===== src/sfc_pkg.sv =====
// Shared types, constants and functions for the sensor frame checker.
// No dependencies; imported by every module of the block.
`timescale 1ns / 1ps

package sfc_pkg;

    localparam int unsigned ByteW  = 8;
    localparam int unsigned WordW  = 16;
    localparam int unsigned IndexW = 3;

    localparam logic [WordW-1:0] CRC_START  = 16'hFFFF;
    localparam logic [WordW-1:0] CRC_POLY   = 16'hA001;
    localparam logic [WordW-1:0] SIGN_BIT   = 16'h8000;
    localparam logic [ByteW-1:0] CMD_READ   = 8'h03;
    localparam logic [ByteW-1:0] LEN_EXPECT = 8'h04;

    // Byte positions within a reply
    localparam logic [IndexW-1:0] IDX_CMD     = 3'd0;
    localparam logic [IndexW-1:0] IDX_LEN     = 3'd1;
    localparam logic [IndexW-1:0] IDX_HUM_HI  = 3'd2;
    localparam logic [IndexW-1:0] IDX_HUM_LO  = 3'd3;
    localparam logic [IndexW-1:0] IDX_TEMP_HI = 3'd4;
    localparam logic [IndexW-1:0] IDX_TEMP_LO = 3'd5;
    localparam logic [IndexW-1:0] IDX_CRC_LO  = 3'd6;
    localparam logic [IndexW-1:0] IDX_CRC_HI  = 3'd7;

    typedef enum logic [1:0] {
        STATUS_OK      = 2'd0,
        STATUS_BAD_LEN = 2'd1,
        STATUS_BAD_CRC = 2'd2,
        STATUS_BAD_CMD = 2'd3
    } status_t;

    typedef struct packed {
        status_t           status;
        logic [WordW-1:0]  humidity_raw;
        logic [WordW-1:0]  temperature_raw;
        logic signed [WordW-1:0] temperature_tenths;
        logic              updated;
    } result_t;

    // Packed widths on the output stream
    localparam int unsigned ResultDataBits = 2 + 3 * WordW;
    localparam int unsigned ResultDataW    = ((ResultDataBits + 7) / 8) * 8;

    // Reflected CRC-16 update over one byte, one bit per step
    function automatic logic [WordW-1:0] crc_byte(input logic [WordW-1:0] crc_in,
                                                  input logic [ByteW-1:0] data);
        logic [WordW-1:0] crc;
        crc = crc_in ^ {8'h00, data};
        for (int k = 0; k < 8; k++) begin
            if (crc[0])
                crc = (crc >> 1) ^ CRC_POLY;
            else
                crc = crc >> 1;
        end
        return crc;
    endfunction

    // Sign-magnitude word to two's complement tenths; negative zero gives zero
    function automatic logic signed [WordW-1:0] to_tenths(input logic [WordW-1:0] word);
        logic [WordW-1:0] mag;
        mag = word & ~SIGN_BIT;
        if ((word & SIGN_BIT) != '0)
            return $signed(-mag);
        return $signed(mag);
    endfunction

endpackage


===== src/sensor_frame_checker_core.sv =====
// Channel  Group            Payload
// in       s_axis_t*        tdata[7:0] rx_byte; tuser[0] frame_start
// out      m_axis_t*        tdata status, humidity_raw, temperature_raw,
//                           temperature_tenths; tuser[0] updated
//
// One byte per cycle is accepted; the CRC byte update is a single unrolled
// step between the state registers. A result is registered in the cycle after the
// closing byte and waits in the output register. Input is stalled only while
// that register holds a result that the downstream is not taking.
// Reset (rst_n, asynchronous) clears byte count and held readings; CRC set to FFFF.
// Top level of the sensor frame checker. Depends on sfc_pkg, sfc_frame, sfc_out_reg.
`timescale 1ns / 1ps

module sensor_frame_checker_core
(
    input  logic                                clk,
    input  logic                                rst_n,
    input  logic                                s_axis_tvalid,
    output logic                                s_axis_tready,
    input  logic [sfc_pkg::ByteW-1:0]           s_axis_tdata,  // [7:0] rx_byte
    input  logic                                s_axis_tuser,  // [0] frame_start
    output logic                                m_axis_tvalid,
    input  logic                                m_axis_tready,
    // [1:0] status, [17:2] humidity_raw, [33:18] temperature_raw,
    // [49:34] temperature_tenths, [55:50] zero
    output logic [sfc_pkg::ResultDataW-1:0]     m_axis_tdata,
    output logic                                m_axis_tuser   // [0] updated
);
    import sfc_pkg::*;

    logic    in_accept;
    logic    res_fire;
    logic    out_full;
    logic    out_take;
    result_t res_new;
    result_t res_out;

    assign out_take      = out_full && m_axis_tready;
    assign s_axis_tready = !out_full || m_axis_tready;
    assign in_accept     = s_axis_tvalid && s_axis_tready;

    sfc_frame u_frame
    (
        .clk         (clk),
        .rst_n       (rst_n),
        .accept      (in_accept),
        .rx_byte     (s_axis_tdata),
        .frame_start (s_axis_tuser),
        .result_fire (res_fire),
        .result      (res_new)
    );

    sfc_out_reg u_out_reg
    (
        .clk       (clk),
        .rst_n     (rst_n),
        .load      (res_fire),
        .load_data (res_new),
        .take      (out_take),
        .full      (out_full),
        .data      (res_out)
    );

    assign m_axis_tvalid = out_full;
    assign m_axis_tdata  = {{(ResultDataW - ResultDataBits){1'b0}},
                            res_out.temperature_tenths,
                            res_out.temperature_raw,
                            res_out.humidity_raw,
                            res_out.status};
    assign m_axis_tuser  = res_out.updated;

`ifndef SYNTHESIS
    // A closing byte always leaves a result behind
    assert property (@(posedge clk) disable iff (!rst_n) res_fire |=> m_axis_tvalid)
        else $error("result lost after closing byte");

    // An update is only reported with a clean status
    assert property (@(posedge clk) disable iff (!rst_n)
        (m_axis_tvalid && m_axis_tuser) |-> (m_axis_tdata[1:0] == STATUS_OK))
        else $error("update reported with failing status");

    // Positive temperatures pass through unchanged
    assert property (@(posedge clk) disable iff (!rst_n)
        (m_axis_tvalid && !m_axis_tdata[33]) |-> (m_axis_tdata[49:34] == m_axis_tdata[33:18]))
        else $error("tenths decode mismatch");
`endif

endmodule


===== src/sfc_frame.sv =====
// Frame tracking: byte count, running CRC, captured fields and held readings.
// Depends on sfc_pkg. Produces one result per accepted closing byte.
`timescale 1ns / 1ps

module sfc_frame
(
    input  logic                     clk,
    input  logic                     rst_n,
    input  logic                     accept,
    input  logic [sfc_pkg::ByteW-1:0] rx_byte,
    input  logic                     frame_start,
    output logic                     result_fire,
    output sfc_pkg::result_t         result
);
    import sfc_pkg::*;

    logic [IndexW-1:0] byte_index_reg,   byte_index_next;
    logic [WordW-1:0]  running_crc_reg,  running_crc_next;
    logic [ByteW-1:0]  command_byte_reg, command_byte_next;
    logic [ByteW-1:0]  length_byte_reg,  length_byte_next;
    logic [WordW-1:0]  frame_hum_reg,    frame_hum_next;
    logic [WordW-1:0]  frame_temp_reg,   frame_temp_next;
    logic [ByteW-1:0]  crc_low_reg,      crc_low_next;
    logic [WordW-1:0]  held_hum_reg,     held_hum_next;
    logic [WordW-1:0]  held_temp_reg,    held_temp_next;

    logic [IndexW-1:0] idx;
    logic [WordW-1:0]  crc_base;
    logic [WordW-1:0]  recv_crc;
    status_t           status;
    logic              pass;

    assign idx      = frame_start ? IDX_CMD : byte_index_reg;
    assign crc_base = (idx == IDX_CMD) ? CRC_START : running_crc_reg;
    assign recv_crc = {rx_byte, crc_low_reg};

    always_comb
    begin
        if (length_byte_reg != LEN_EXPECT)
            status = STATUS_BAD_LEN;
        else if (recv_crc != running_crc_reg)
            status = STATUS_BAD_CRC;
        else if (command_byte_reg != CMD_READ)
            status = STATUS_BAD_CMD;
        else
            status = STATUS_OK;
    end

    assign pass        = (status == STATUS_OK);
    assign result_fire = accept && (idx == IDX_CRC_HI);

    always_comb
    begin
        byte_index_next   = byte_index_reg;
        running_crc_next  = running_crc_reg;
        command_byte_next = command_byte_reg;
        length_byte_next  = length_byte_reg;
        frame_hum_next    = frame_hum_reg;
        frame_temp_next   = frame_temp_reg;
        crc_low_next      = crc_low_reg;
        held_hum_next     = held_hum_reg;
        held_temp_next    = held_temp_reg;
        if (accept)
        begin
            byte_index_next = idx + 1'b1;
            if (idx <= IDX_TEMP_LO)
                running_crc_next = crc_byte(crc_base, rx_byte);
            else
                running_crc_next = crc_base;
            case (idx)
                IDX_CMD:     command_byte_next = rx_byte;
                IDX_LEN:     length_byte_next  = rx_byte;
                IDX_HUM_HI:  frame_hum_next    = {rx_byte, frame_hum_reg[ByteW-1:0]};
                IDX_HUM_LO:  frame_hum_next    = {frame_hum_reg[WordW-1:ByteW], rx_byte};
                IDX_TEMP_HI: frame_temp_next   = {rx_byte, frame_temp_reg[ByteW-1:0]};
                IDX_TEMP_LO: frame_temp_next   = {frame_temp_reg[WordW-1:ByteW], rx_byte};
                IDX_CRC_LO:  crc_low_next      = rx_byte;
                default:
                begin
                    if (pass)
                    begin
                        held_hum_next  = frame_hum_reg;
                        held_temp_next = frame_temp_reg;
                    end
                end
            endcase
        end
    end

    always_ff @(posedge clk or negedge rst_n)
    begin
        if (!rst_n)
        begin
            byte_index_reg   <= '0;
            running_crc_reg  <= CRC_START;
            command_byte_reg <= '0;
            length_byte_reg  <= '0;
            frame_hum_reg    <= '0;
            frame_temp_reg   <= '0;
            crc_low_reg      <= '0;
            held_hum_reg     <= '0;
            held_temp_reg    <= '0;
        end
        else
        begin
            byte_index_reg   <= byte_index_next;
            running_crc_reg  <= running_crc_next;
            command_byte_reg <= command_byte_next;
            length_byte_reg  <= length_byte_next;
            frame_hum_reg    <= frame_hum_next;
            frame_temp_reg   <= frame_temp_next;
            crc_low_reg      <= crc_low_next;
            held_hum_reg     <= held_hum_next;
            held_temp_reg    <= held_temp_next;
        end
    end

    // Report the held values after any update by this frame
    assign result.status             = status;
    assign result.humidity_raw       = held_hum_next;
    assign result.temperature_raw    = held_temp_next;
    assign result.temperature_tenths = to_tenths(held_temp_next);
    assign result.updated            = pass;

endmodule


===== src/sfc_out_reg.sv =====
// Output register holding one finished result until the downstream takes it.
// Depends on sfc_pkg for the result type.
`timescale 1ns / 1ps

module sfc_out_reg
(
    input  logic             clk,
    input  logic             rst_n,
    input  logic             load,
    input  sfc_pkg::result_t load_data,
    input  logic             take,
    output logic             full,
    output sfc_pkg::result_t data
);
    import sfc_pkg::*;

    logic    valid_reg, valid_next;
    result_t data_reg,  data_next;

    always_comb
    begin
        valid_next = valid_reg;
        data_next  = data_reg;
        if (take)
            valid_next = 1'b0;
        if (load)
        begin
            valid_next = 1'b1;
            data_next  = load_data;
        end
    end

    always_ff @(posedge clk or negedge rst_n)
    begin
        if (!rst_n)
            valid_reg <= 1'b0;
        else
            valid_reg <= valid_next;
    end

    // Payload carries no reset
    always_ff @(posedge clk)
    begin
        data_reg <= data_next;
    end

    assign full = valid_reg;
    assign data = data_reg;

endmodule

===== config.mk =====
export PLATFORM = sky130hd
export DESIGN_NAME = sensor_frame_checker_core
export DESIGN_NICKNAME = d
export VERILOG_FILES = /design/src/sfc_pkg.sv /design/src/sensor_frame_checker_core.sv /design/src/sfc_frame.sv /design/src/sfc_out_reg.sv
export SDC_FILE = /design/constraint.sdc
export NUM_CORES = 1
export LEC_CHECK = 0
export BUFFER_PORTS_ARGS = -buffer_cell sky130_fd_sc_hd__buf_4
export CORE_ASPECT_RATIO = 1.5
export CORE_UTILIZATION = 59
export DETAILED_ROUTE_END_ITERATION = 10
export PLACE_DENSITY = 0.92
export SETUP_SLACK_MARGIN = 0.3
export SLEW_MARGIN = 20
export SYNTH_ARGS = -nofsm -noshare
export SYNTH_HDL_FRONTEND = slang
export SYNTH_HIERARCHICAL = 1
export SYNTH_SLANG_ARGS = --single-unit

===== constraint.sdc =====
create_clock -name clk -period 4.16 [get_ports clk]
set_input_delay 0.208 -clock clk [delete_from_list [all_inputs] [get_ports clk]]
set_output_delay 0.208 -clock clk [all_outputs]
set_load 0.03 [all_outputs]

==> metrics.csv, run 1 <==
stage,metric,value,unit
run_status,status,completed,
power,switching_share,32.9,%
sta,period_minus_slack,3760,ps
global_route,grt_pass1_vias,5018,
die,start_util,61.1,%
die,row_count,49,
detailed_routing,via_count,4920,
detailed_routing,drtIter0Drc,374,
critical_path,critical_path_class,flip-flop to flip-flop,
critical_path,rr_startpoint,u_frame/byte_index_reg[0]$_DFFE_PN0P_,
final_layout,layout_commonest_cell,dfrtp_1,
logic_synthesis,yosysSeqAreaShare,57.7,%
global_route,grt_overflow,0,
placement,placed_cells,746,
critical_path,rr_endpoint,u_out_reg/data[9]$_DFFE_PP_,
power,pwr-share-seq,45.3,%
min_path,whs_path_depth,3,
critical_path,end_kind,flip-flop,
logic_synthesis,synth-seq-cells,159,
critical_path,cp-start-kind,flip-flop,
power,pwr-share-clk,27.8,%
final_layout,largest_reg_flops,51,
min_path,worst_hold_path.endpoint,u_frame/running_crc_reg[6]$_DFFE_PN1P_,
run,maxCapViolations,0,
placement,place_area,7860,sq um
logic_synthesis,ys_async_sr_fraction,67.9,%
critical_path,crit_fanout,8,
final_layout,drive_above_1_share,36.1,%
cts,cts_tree,built,
final_layout,nNetsFinal,633,
global_route,grt_pass1_wl,27.1,mm
detailed_routing,wirelength,17.2,mm
cts,htreeDepth,4,
final_layout,final_cells,779,
power,finalPower,5.19,mW
cts,clock_path_buffers,2,
die,die_area,13000,sq um
global_route,grt.total_usage,28.0,%
detailed_routing,vias_per_cell,6.32,
logic_synthesis,ys_types,57,
cts,cts_root_buf,clkbuf_16,
critical_path,cp.required,4290,ps
cts,post-cts-setup-buffers,0,
final_layout,area_delta_synth_final,14.5,%
sta,tightestPinTransition,1060,ps
power,p_switching,1.71,mW
detailed_routing,route.detailed.drc,0,
logic_synthesis,synth-edff-count,51,
critical_path,worstPathArrival,3900,ps
die,die_h,139,um
cts,clkSinkCount,159,
power,p_leak,3.49,nW
placement,place_ws,448,ps
power,ir_drop,0.324,mV
power,power_density,614,nW/um^2
die,dieWidth,93.3,um
placement,gp_congestion,0.926,
critical_path,r2r_slack,400,ps
logic_synthesis,synthCells,555,
detailed_routing,dr.pass1.iters,5,
die,io_pins,72,
final_layout,layout_common_cells,"92 x dfrtp_1, 90 x mux2_2, 67 x buf_4",
sta,finalHoldViolations,0,
power,internal_power,3.48,mW
detailed_routing,wl_per_cell,22.1,um
cts,cts_inserted_buffers,17,
min_path,min-delay-start,s_axis_tdata[0],
logic_synthesis,syn_avg_cell_area,13.3,sq um
logic_synthesis,ys.flop_type,dfrtp_1,
die,coreArea,12100,sq um
sta,fin_crit_sh,90.4,%
final_layout,fin_area,8450,sq um
logic_synthesis,syn_area,7380,sq um
detailed_routing,final_antenna_net_count,0,
sta,fmax,0.266,GHz
sta,setup_viol,0,
power,pwr-share-comb,26.9,%
sta,fin_ws,399,ps
final_layout,diodes,0,
critical_path,r2r.worst_path.cells,14,
sta,rsz0062_at_grt,no,
sta,fin_skew,10.6,ps
placement,post-dp-hpwl,10.4,mm
placement,portBuffers,65,
sta,finalSetupTns,0,ps
sta,slew_headroom,29.2,%
global_route,grt_antenna_before_repair,0,
cts,cts.clk_slew.worst_paths,60,ps
min_path,hold_class,input pin to flip-flop,
sta,slew_violations,0,
cts,insertion_delay,420,ps
global_route,grt_max_degree,84,
logic_synthesis,synth_warnings,6,
[synthesized netlist by cell type (2+ instances only)]
master	number	share of area, %
dfrtp_1	92	31
mux2_2	90	14
edfxtp_1	51	21
xnor2_1	37	4.4
nand2_1	32	1.6
xor2_1	29	3.4
nor2_1	26	1.3
o21ai_0	17	1.2
dfstp_2	16	5.7
mux2i_1	15	2.0
a21oi_1	13	0.88
buf_4	12	1.2
nor3_1	12	0.81
inv_1	11	0.56
nor4_1	9	0.76
clkbuf_1	8	0.41
buf_6	7	1.1
ha_1	7	1.2
buf_2	6	0.41
a21o_1	4	0.41
a22oi_1	4	0.41
nand2b_1	4	0.34
nand3_1	4	0.27
nor4_2	4	0.68
and2_1	3	0.25
nand4_1	3	0.25
o21ai_1	3	0.20
a21oi_2	2	0.24
a31oi_1	2	0.17
and4_1	2	0.24
buf_1	2	0.10
nor2b_1	2	0.17
nor3b_2	2	0.34
[area by class of cell]
type	count	area, sq um
timing repair buffer	69	524
inverter	12	45.0
sequential	159	4250
clock buffer	20	437
tap	153	191
multi-input combinational	354	2880
fill	724	3630
clock inverter	12	114
[per-stage QoR]
stage,hold slack [ps],utilization (%)
6_report,172,69.9
5_1_grt,156,69.9
4_1_cts,1.88,69.7
3_5_place_dp,433,65.1
3_3_place_gp,428,65.1
2_1_floorplan,-87.6,-
[worst max-delay path by stage]
stage	slack [ps]	endpoint	start	cells past startpoint
2_1_floorplan	470	u_out_reg/data[13]$_DFFE_PP_	u_frame/byte_index_reg[0]$_DFFE_PN0P_	16
3_3_place_gp	730	u_out_reg/data[13]$_DFFE_PP_	u_frame/byte_index_reg[0]$_DFFE_PN0P_	13
3_5_place_dp	450	u_out_reg/data[13]$_DFFE_PP_	u_frame/byte_index_reg[0]$_DFFE_PN0P_	13
4_1_cts	350	u_out_reg/data[13]$_DFFE_PP_	u_frame/byte_index_reg[0]$_DFFE_PN0P_	13
5_1_grt	300	u_out_reg/data[9]$_DFFE_PP_	u_frame/byte_index_reg[0]$_DFFE_PN0P_	14
6_report	400	u_out_reg/data[9]$_DFFE_PP_	u_frame/byte_index_reg[0]$_DFFE_PN0P_	14
[metal layers]
layer  part of all wire (%)  global-route usage [%]  vias to the layer above
li1                       -                       -                     2059
met1                     35                    30.7                     2440
met2                     53                    48.9                      312
met3                    6.3                    6.74                      109
met4                    6.0                    15.7                        0
met5                      0                       0                        -
[kinds of logic (layout without fill, tap and decap cells)]
group                    count (synthesis)  in the layout  synth area share [%]
adder cells (fa/ha/maj)                  7              7                  1.19
multiplexers                           105            105                  15.8
AO/OA/AOI/OAI                           54             54                  4.68
buffers and inverters                   47            113                  3.82
AND/OR/NAND/NOR                        115            115                  8.68
flip-flops                             159            159                  57.7
other                                    1              6                0.0508
XOR/XNOR                                67             67                  8.14
[power by group through the flow]
stage                     Combinational (mW)  Clock (mW)  Sequential [mW]
after floorplan                         1.11           0             2.22
after global placement                  1.24           0             2.29
after detailed placement                1.31           0             2.33
after CTS                               1.36        1.45             2.32
after global routing                    1.50        1.52             2.38
final                                   1.40        1.44             2.35
[critical path, stage by stage, from the launching register on]
cell	delay (ps)
dfrtp_1	400
nand2b_1	150
inv_1	110
ha_1	250
ha_1	220
or4_4	500
or2_4	270
nor3_4	220
mux2i_2	420
ha_4	250
nand2_1	90
nor3_1	180
a21o_1	120
xor2_1	180
mux2i_1	100
[timing repair]
action	in CTS	in global routing
endpoints found under the setup margin	2	4
gates resized for setup	1	3
hold endpoints to repair	0	66
hold buffers	0	1
No activity file was read; power rests on OpenSTA's default activity.
==> run 2, diff against run 1 <==
--- a/config.mk
+++ b/config.mk
@@ -14,5 +14,4 @@
 export SLEW_MARGIN = 20
 export SYNTH_ARGS = -nofsm -noshare
 export SYNTH_HDL_FRONTEND = slang
-export SYNTH_HIERARCHICAL = 1
 export SYNTH_SLANG_ARGS = --single-unit
==> metrics.csv, run 2 <==
stage,metric,value,unit
die,io_pins,72,
critical_path,cp-start-kind,flip-flop,
sta,rsz0062_at_grt,no,
critical_path,cp_slowest_stage_delay,500,ps
power,p_switching,1.08,mW
logic_synthesis,synth_top_area_share,32.8,%
logic_synthesis,synth-seq-cells,158,
critical_path,cp.required,4330,ps
cts,cts.clk_slew.worst_paths,60,ps
final_layout,layout_commonest_cell,nand2_1,
placement,gp_congestion,0.895,
sta,finalSetupTns,0,ps
logic_synthesis,syn_avg_cell_area,12.5,sq um
critical_path,r2r_slack,560,ps
critical_path,end_kind,flip-flop,
detailed_routing,vias_per_cell,5.62,
power,power_density,513,nW/um^2
die,die_area,12400,sq um
die,dieWidth,91.1,um
final_layout,largest_reg_flops,50,
sta,hold_slack,118,ps
sta,slew_violations,0,
cts,clock_path_buffers,2,
die,row_count,48,
sta,finalHoldViolations,0,
min_path,worst_hold_path.endpoint,u_out_reg.full$_DFFE_PN0P_,
final_layout,final_cells,789,
critical_path,rr_startpoint,u_frame.byte_index_reg[0]$_DFFE_PN0P_,
detailed_routing,drtIter0Drc,365,
critical_path,worstPathArrival,3770,ps
cts,htreeDepth,4,
final_layout,layout_common_cells,"116 x nand2_1, 92 x dfrtp_1, 68 x buf_4",
critical_path,startpoint,u_frame.byte_index_reg[0]$_DFFE_PN0P_,
global_route,grt_pass1_vias,4693,
min_path,hold_class,input pin to flip-flop,
die,coreArea,11500,sq um
sta,fin_crit_sh,86.6,%
critical_path,cp_common_cell,ha_1,
final_layout,diodes,0,
die,die_h,136,um
placement,portBuffers,65,
critical_path,rr_endpoint,u_out_reg.data[13]$_DFFE_PP_,
cts,clkSinkCount,158,
global_route,grt_pass1_wl,23.2,mm
min_path,min-delay-start,m_axis_tready,
final_layout,area_delta_synth_final,15.8,%
global_route,grt_antenna_before_repair,0,
logic_synthesis,ys.flop_type,dfrtp_1,
power,pwr-share-seq,48.6,%
critical_path,r2r.worst_path.cells,13,
critical_path,crit_chain,"nand2b_1, inv_1, ha_1, ha_1, nor4_1, nand4_1, or3_4, mux2i_2, ha_1, nand2_1, mux2_4, o21ai_2, xnor2_1",
cts,cts_root_buf,clkbuf_16,
final_layout,drive_above_1_share,29.9,%
critical_path,crit_fanout,21,
sta,period_minus_slack,3600,ps
detailed_routing,dr.pass1.iters,4,
power,pwr-share-comb,15.3,%
detailed_routing,via_count,4433,
critical_path,critPathSlowestCell,or3_4,
sta,setup_viol,0,
detailed_routing,wl_per_cell,18.4,um
sta,tightestPinTransition,1020,ps
logic_synthesis,synth_largest_area_cell,dfrtp_1,
critical_path,critical_path_class,flip-flop to flip-flop,
final_layout,utilization,70.5,%
global_route,grt_max_degree,85,
logic_synthesis,synth-edff-count,50,
final_layout,regArea,4220,sq um
power,pwr-share-clk,36.1,%
detailed_routing,route.detailed.drc,0,
placement,post-dp-hpwl,9.56,mm
die,start_util,60.9,%
logic_synthesis,ys_types,41,
logic_synthesis,synthCells,563,
logic_synthesis,syn_area,7020,sq um
run_status,status,completed,
power,ir_drop,0.402,mV
logic_synthesis,synth_common_cells,"116 x nand2_1, 92 x dfrtp_1, 57 x mux2_2, 50 x edfxtp_1, 31 x nor2_1",
logic_synthesis,yosys-top-cells-area,"dfrtp_1 33%, edfxtp_1 21%, mux2_2 9.1%",
final_layout,n_fill_cell,748,
logic_synthesis,yosysSeqAreaShare,60.1,%
placement,placed_cells,756,
detailed_routing,final_antenna_net_count,0,
logic_synthesis,synth_most_common_cell,nand2_1,
logic_synthesis,synth_warnings,0,
sta,fin_skew,6.22,ps
logic_synthesis,ys_async_sr_fraction,68.4,%
sta,slew_headroom,31.9,%
global_route,grt.total_usage,25.1,%
power,finalPower,4.17,mW
detailed_routing,wirelength,14.5,mm
run,maxCapViolations,0,
power,switching_share,25.8,%
cts,cts_inserted_buffers,17,
power,p_leak,3.93,nW
min_path,whs_path_depth,3,
power,internal_power,3.09,mW
global_route,grt_overflow,0,
cts,cts_tree,built,
final_layout,multiInputGateArea,2570,sq um
final_layout,nNetsFinal,646,
cts,insertion_delay,410,ps
sta,fmax,0.277,GHz
-- run 2: timing repair --
| item | 4_1_cts | 5_1_grt |
|---|---|---|
| setup buffers | 0 | 0 |
| gates resized for setup | 0 | 2 |
| endpoints found under the hold margin | 0 | 67 |
| hold buffers | 0 | 1 |
| setup endpoints to repair | 0 | 5 |
-- run 2: cell families (layout without fill, tap and decap cells) --
kind of cell	Yosys count	after routing	synth area share (%)
AND/OR/NAND/NOR	185	185	11.6
buffers and inverters	42	113	3.69
other	1	6	0.0534
adder cells (fa/ha/maj)	7	7	1.25
AO/OA/AOI/OAI	37	37	3.12
multiplexers	74	74	12.6
XOR/XNOR	59	59	7.55
flip-flops	158	158	60.1
-- run 2: how the worst max path moves through the flow --
stage,end,cells after the start
2_1_floorplan,u_out_reg.data[13]$_DFFE_PP_,18
3_3_place_gp,u_out_reg.data[11]$_DFFE_PP_,13
3_5_place_dp,u_out_reg.data[13]$_DFFE_PP_,13
4_1_cts,u_out_reg.data[13]$_DFFE_PP_,13
5_1_grt,u_out_reg.data[13]$_DFFE_PP_,13
6_report,u_out_reg.data[13]$_DFFE_PP_,13
-- run 2: worst max-delay path, delay by kind of cell (launching register included) --
kind | cells | cell delay (ps)
DFF | 1 | 400
AOI/OAI and AO/OA | 1 | 160
xor gates and xnor gates | 1 | 80
buffers and inverters | 1 | 100
muxes | 2 | 580
adders and majority gates | 3 | 770
and+or+nand+nor | 5 | 1270
-- run 2: through the flow --
stage          setup slack, ps  cell area [sq um]
6_report                   556               8130
5_1_grt                    351               8130
4_1_cts                    312               8110
3_5_place_dp               375               7540
3_3_place_gp               642               7540
2_1_floorplan              824               7040
-- run 2: area by class of cell --
class / count / area share [%]
inverters: 11 / 0.508
repair buffers: 70 / 6.54
clock inverters: 6 / 1.05
multi-input cells: 368 / 31.6
clock buffers: 26 / 6.02
flip-flops and latches: 158 / 51.9
well taps: 150 / 2.31
-- run 2: metal layers --
layer,global-route usage [%],routed length [um],vias up,part of all wire [%]
met3,5.50,581,33,4.0
met2,47.2,8130,132,56
met5,0,0,-,0
li1,-,-,2021,-
met1,26.9,5390,2247,37
met4,10.5,415,0,2.9
-- run 2: power by group through the flow --
stage          Sequential, mW  Combinational, mW  Clock [mW]
4_1_cts                  2.02              0.639        1.52
6_report                 2.03              0.638        1.50
3_5_place_dp             2.04              0.626           0
2_1_floorplan            1.98              0.508           0
5_1_grt                  2.04              0.702        1.58
3_3_place_gp             2.01              0.587           0
==> run 3, diff against run 2 <==
--- a/config.mk
+++ b/config.mk
@@ -7,6 +7,7 @@
 export LEC_CHECK = 0
 export BUFFER_PORTS_ARGS = -buffer_cell sky130_fd_sc_hd__buf_4
 export CORE_ASPECT_RATIO = 1.5
+export CORE_MARGIN = 2
 export CORE_UTILIZATION = 59
 export DETAILED_ROUTE_END_ITERATION = 10
 export PLACE_DENSITY = 0.92
==> constraint.sdc (replaced) <==
create_clock -name clk -period 4.1 [get_ports clk]
set_input_delay 0.205 -clock clk [delete_from_list [all_inputs] [get_ports clk]]
set_output_delay 0.205 -clock clk [all_outputs]
set_load 0.03 [all_outputs]
==> metrics.csv, run 3 (same netlist as run 2, synthesis figures left out) <==
stage,metric,value,unit
run_status,status,completed,
die,die_area,12800,sq um
global_route,grt_overflow,0,
cts,cts_tree,built,
final_layout,largest_reg_flops,50,
sta,finalHoldViolations,0,
die,row_count,48,
sta,tightestPinTransition,1040,ps
cts,clock_path_buffers,2,
sta,slew_violations,0,
global_route,grt_pass1_wl,23.9,mm
detailed_routing,vias_per_cell,5.76,
final_layout,drive_above_1_share,31.0,%
detailed_routing,wl_per_cell,18.7,um
critical_path,r2r.worst_path.cells,13,
sta,slew_headroom,31.0,%
sta,fin_skew,6.94,ps
min_path,whs_path_depth,3,
power,pwr-share-seq,48.4,%
power,pwr-share-comb,15.5,%
run,maxCapViolations,0,
detailed_routing,via_count,4560,
die,start_util,60.6,%
detailed_routing,dr.pass1.iters,5,
placement,post-dp-hpwl,9.46,mm
detailed_routing,route.detailed.drc,0,
global_route,grt_antenna_before_repair,0,
critical_path,crit_fanout,8,
global_route,grt_pass1_vias,4730,
min_path,worst_hold_path.endpoint,u_out_reg.full$_DFFE_PN0P_,
sta,period_minus_slack,3590,ps
final_layout,fin_area,8170,sq um
cts,cts_root_buf,clkbuf_16,
power,internal_power,3.11,mW
power,switching_share,26.5,%
critical_path,critical_path_class,flip-flop to flip-flop,
sta,hold_slack,103,ps
critical_path,cp-start-kind,flip-flop,
final_layout,layout_common_cells,"116 x nand2_1, 92 x dfrtp_1, 70 x buf_4",
placement,place_area,7540,sq um
die,dieWidth,93.1,um
placement,gp_congestion,0.885,
die,die_h,138,um
cts,cts_inserted_buffers,17,
critical_path,r2r_slack,510,ps
final_layout,area_delta_synth_final,16.3,%
power,finalPower,4.23,mW
critical_path,end_kind,flip-flop,
final_layout,diodes,0,
final_layout,nNetsFinal,649,
detailed_routing,wirelength,14.8,mm
power,pwr-share-clk,36.1,%
power,power_density,518,nW/um^2
critical_path,cp.required,4270,ps
sta,fmax,0.279,GHz
global_route,grt.total_usage,24.9,%
min_path,hold_class,input pin to flip-flop,
cts,cts.clk_slew.worst_paths,60,ps
critical_path,rr_startpoint,u_frame.byte_index_reg[0]$_DFFE_PN0P_,
critical_path,worstPathArrival,3760,ps
sta,fin_crit_sh,87.5,%
detailed_routing,final_antenna_net_count,0,
power,ir_drop,0.335,mV
placement,portBuffers,65,
critical_path,rr_endpoint,u_out_reg.data[13]$_DFFE_PP_,
final_layout,layout_commonest_cell,nand2_1,
cts,clkSinkCount,158,
die,io_pins,72,
sta,setup_viol,0,
die,coreArea,11600,sq um
sta,rsz0062_at_grt,no,
cts,htreeDepth,4,
power,p_switching,1.12,mW
sta,finalSetupTns,0,ps
global_route,grt_max_degree,85,
power,p_leak,3.93,nW
cts,insertion_delay,420,ps
detailed_routing,drtIter0Drc,296,
min_path,min-delay-start,m_axis_tready,
## run 3: worst max-delay path, stage by stage (launching register included)
cell and delay [ps]:
dfrtp_1 400, nand2b_1 140, inv_1 100, ha_1 230, ha_1 250, nor4_1 330, nand4_1 180, or3_4 500
mux2i_2 280, ha_2 290, nand2_1 90, mux2_4 320, o21ai_2 170, xnor2_1 80
## run 3: area by class of cell
class                           instances  area, sq um
Inverter                               11         41.3
Clock inverter                         13          140
Multi-Input combinational cell        369         2580
Tap cell                              150          188
Fill cell                             726         3420
Clock buffer                           19          443
Sequential cell                       158         4220
Timing Repair Buffer                   72          547
## run 3: power by group through the flow
| stage | registers [mW] | logic [mW] | clock network (mW) |
|---|---|---|---|
| after global routing | 2.07 | 0.719 | 1.62 |
| after detailed placement | 2.06 | 0.643 | 0 |
| final | 2.05 | 0.657 | 1.53 |
| after floorplan | 2.01 | 0.516 | 0 |
| after global placement | 2.04 | 0.608 | 0 |
| after CTS | 2.04 | 0.660 | 1.55 |
## run 3: how the worst max path moves through the flow
stage                                          startpoint                      endpoint  slack [ps]  cells past startpoint
finish              u_frame.byte_index_reg[0]$_DFFE_PN0P_  u_out_reg.data[13]$_DFFE_PP_         510                     13
global route        u_frame.byte_index_reg[0]$_DFFE_PN0P_  u_out_reg.data[13]$_DFFE_PP_         270                     13
CTS                 u_frame.byte_index_reg[0]$_DFFE_PN0P_  u_out_reg.data[13]$_DFFE_PP_         320                     13
detailed placement  u_frame.byte_index_reg[0]$_DFFE_PN0P_  u_out_reg.data[15]$_DFFE_PP_         220                     13
global placement    u_frame.byte_index_reg[0]$_DFFE_PN0P_  u_out_reg.data[15]$_DFFE_PP_         540                     13
floorplan           u_frame.byte_index_reg[0]$_DFFE_PN0P_  u_out_reg.data[13]$_DFFE_PP_         760                     18
## run 3: layer usage
metal	track usage (%)	up-vias	part of all wire (%)	wire [um]
li1	-	2043	-	-
met1	26.7	2262	36	5310
met2	45.3	199	55	8130
met3	5.74	56	5.3	785
met4	12.7	0	4.1	607
met5	0	-	0	0
## run 3: what timing repair did
item / 4_1_cts / 5_1_grt
pin swaps: 0 / 1
gates cloned: 0 / 1
setup buffers: 0 / 2
endpoints found under the hold margin: 0 / 67
gates resized for setup: 1 / 2
endpoints found under the setup margin: 4 / 4
hold buffers: 0 / 1
## run 3: through the flow
| stage | utilization (%) | cells | worst slack [ps] |
|---|---|---|---|
| after floorplan | - | 568 | 764 |
| after global placement | 65.0 | 756 | 539 |
| after detailed placement | 65.0 | 756 | 222 |
| after CTS | 70.1 | 788 | 324 |
| after global routing | 70.5 | 792 | 270 |
| final | 70.5 | 792 | 511 |
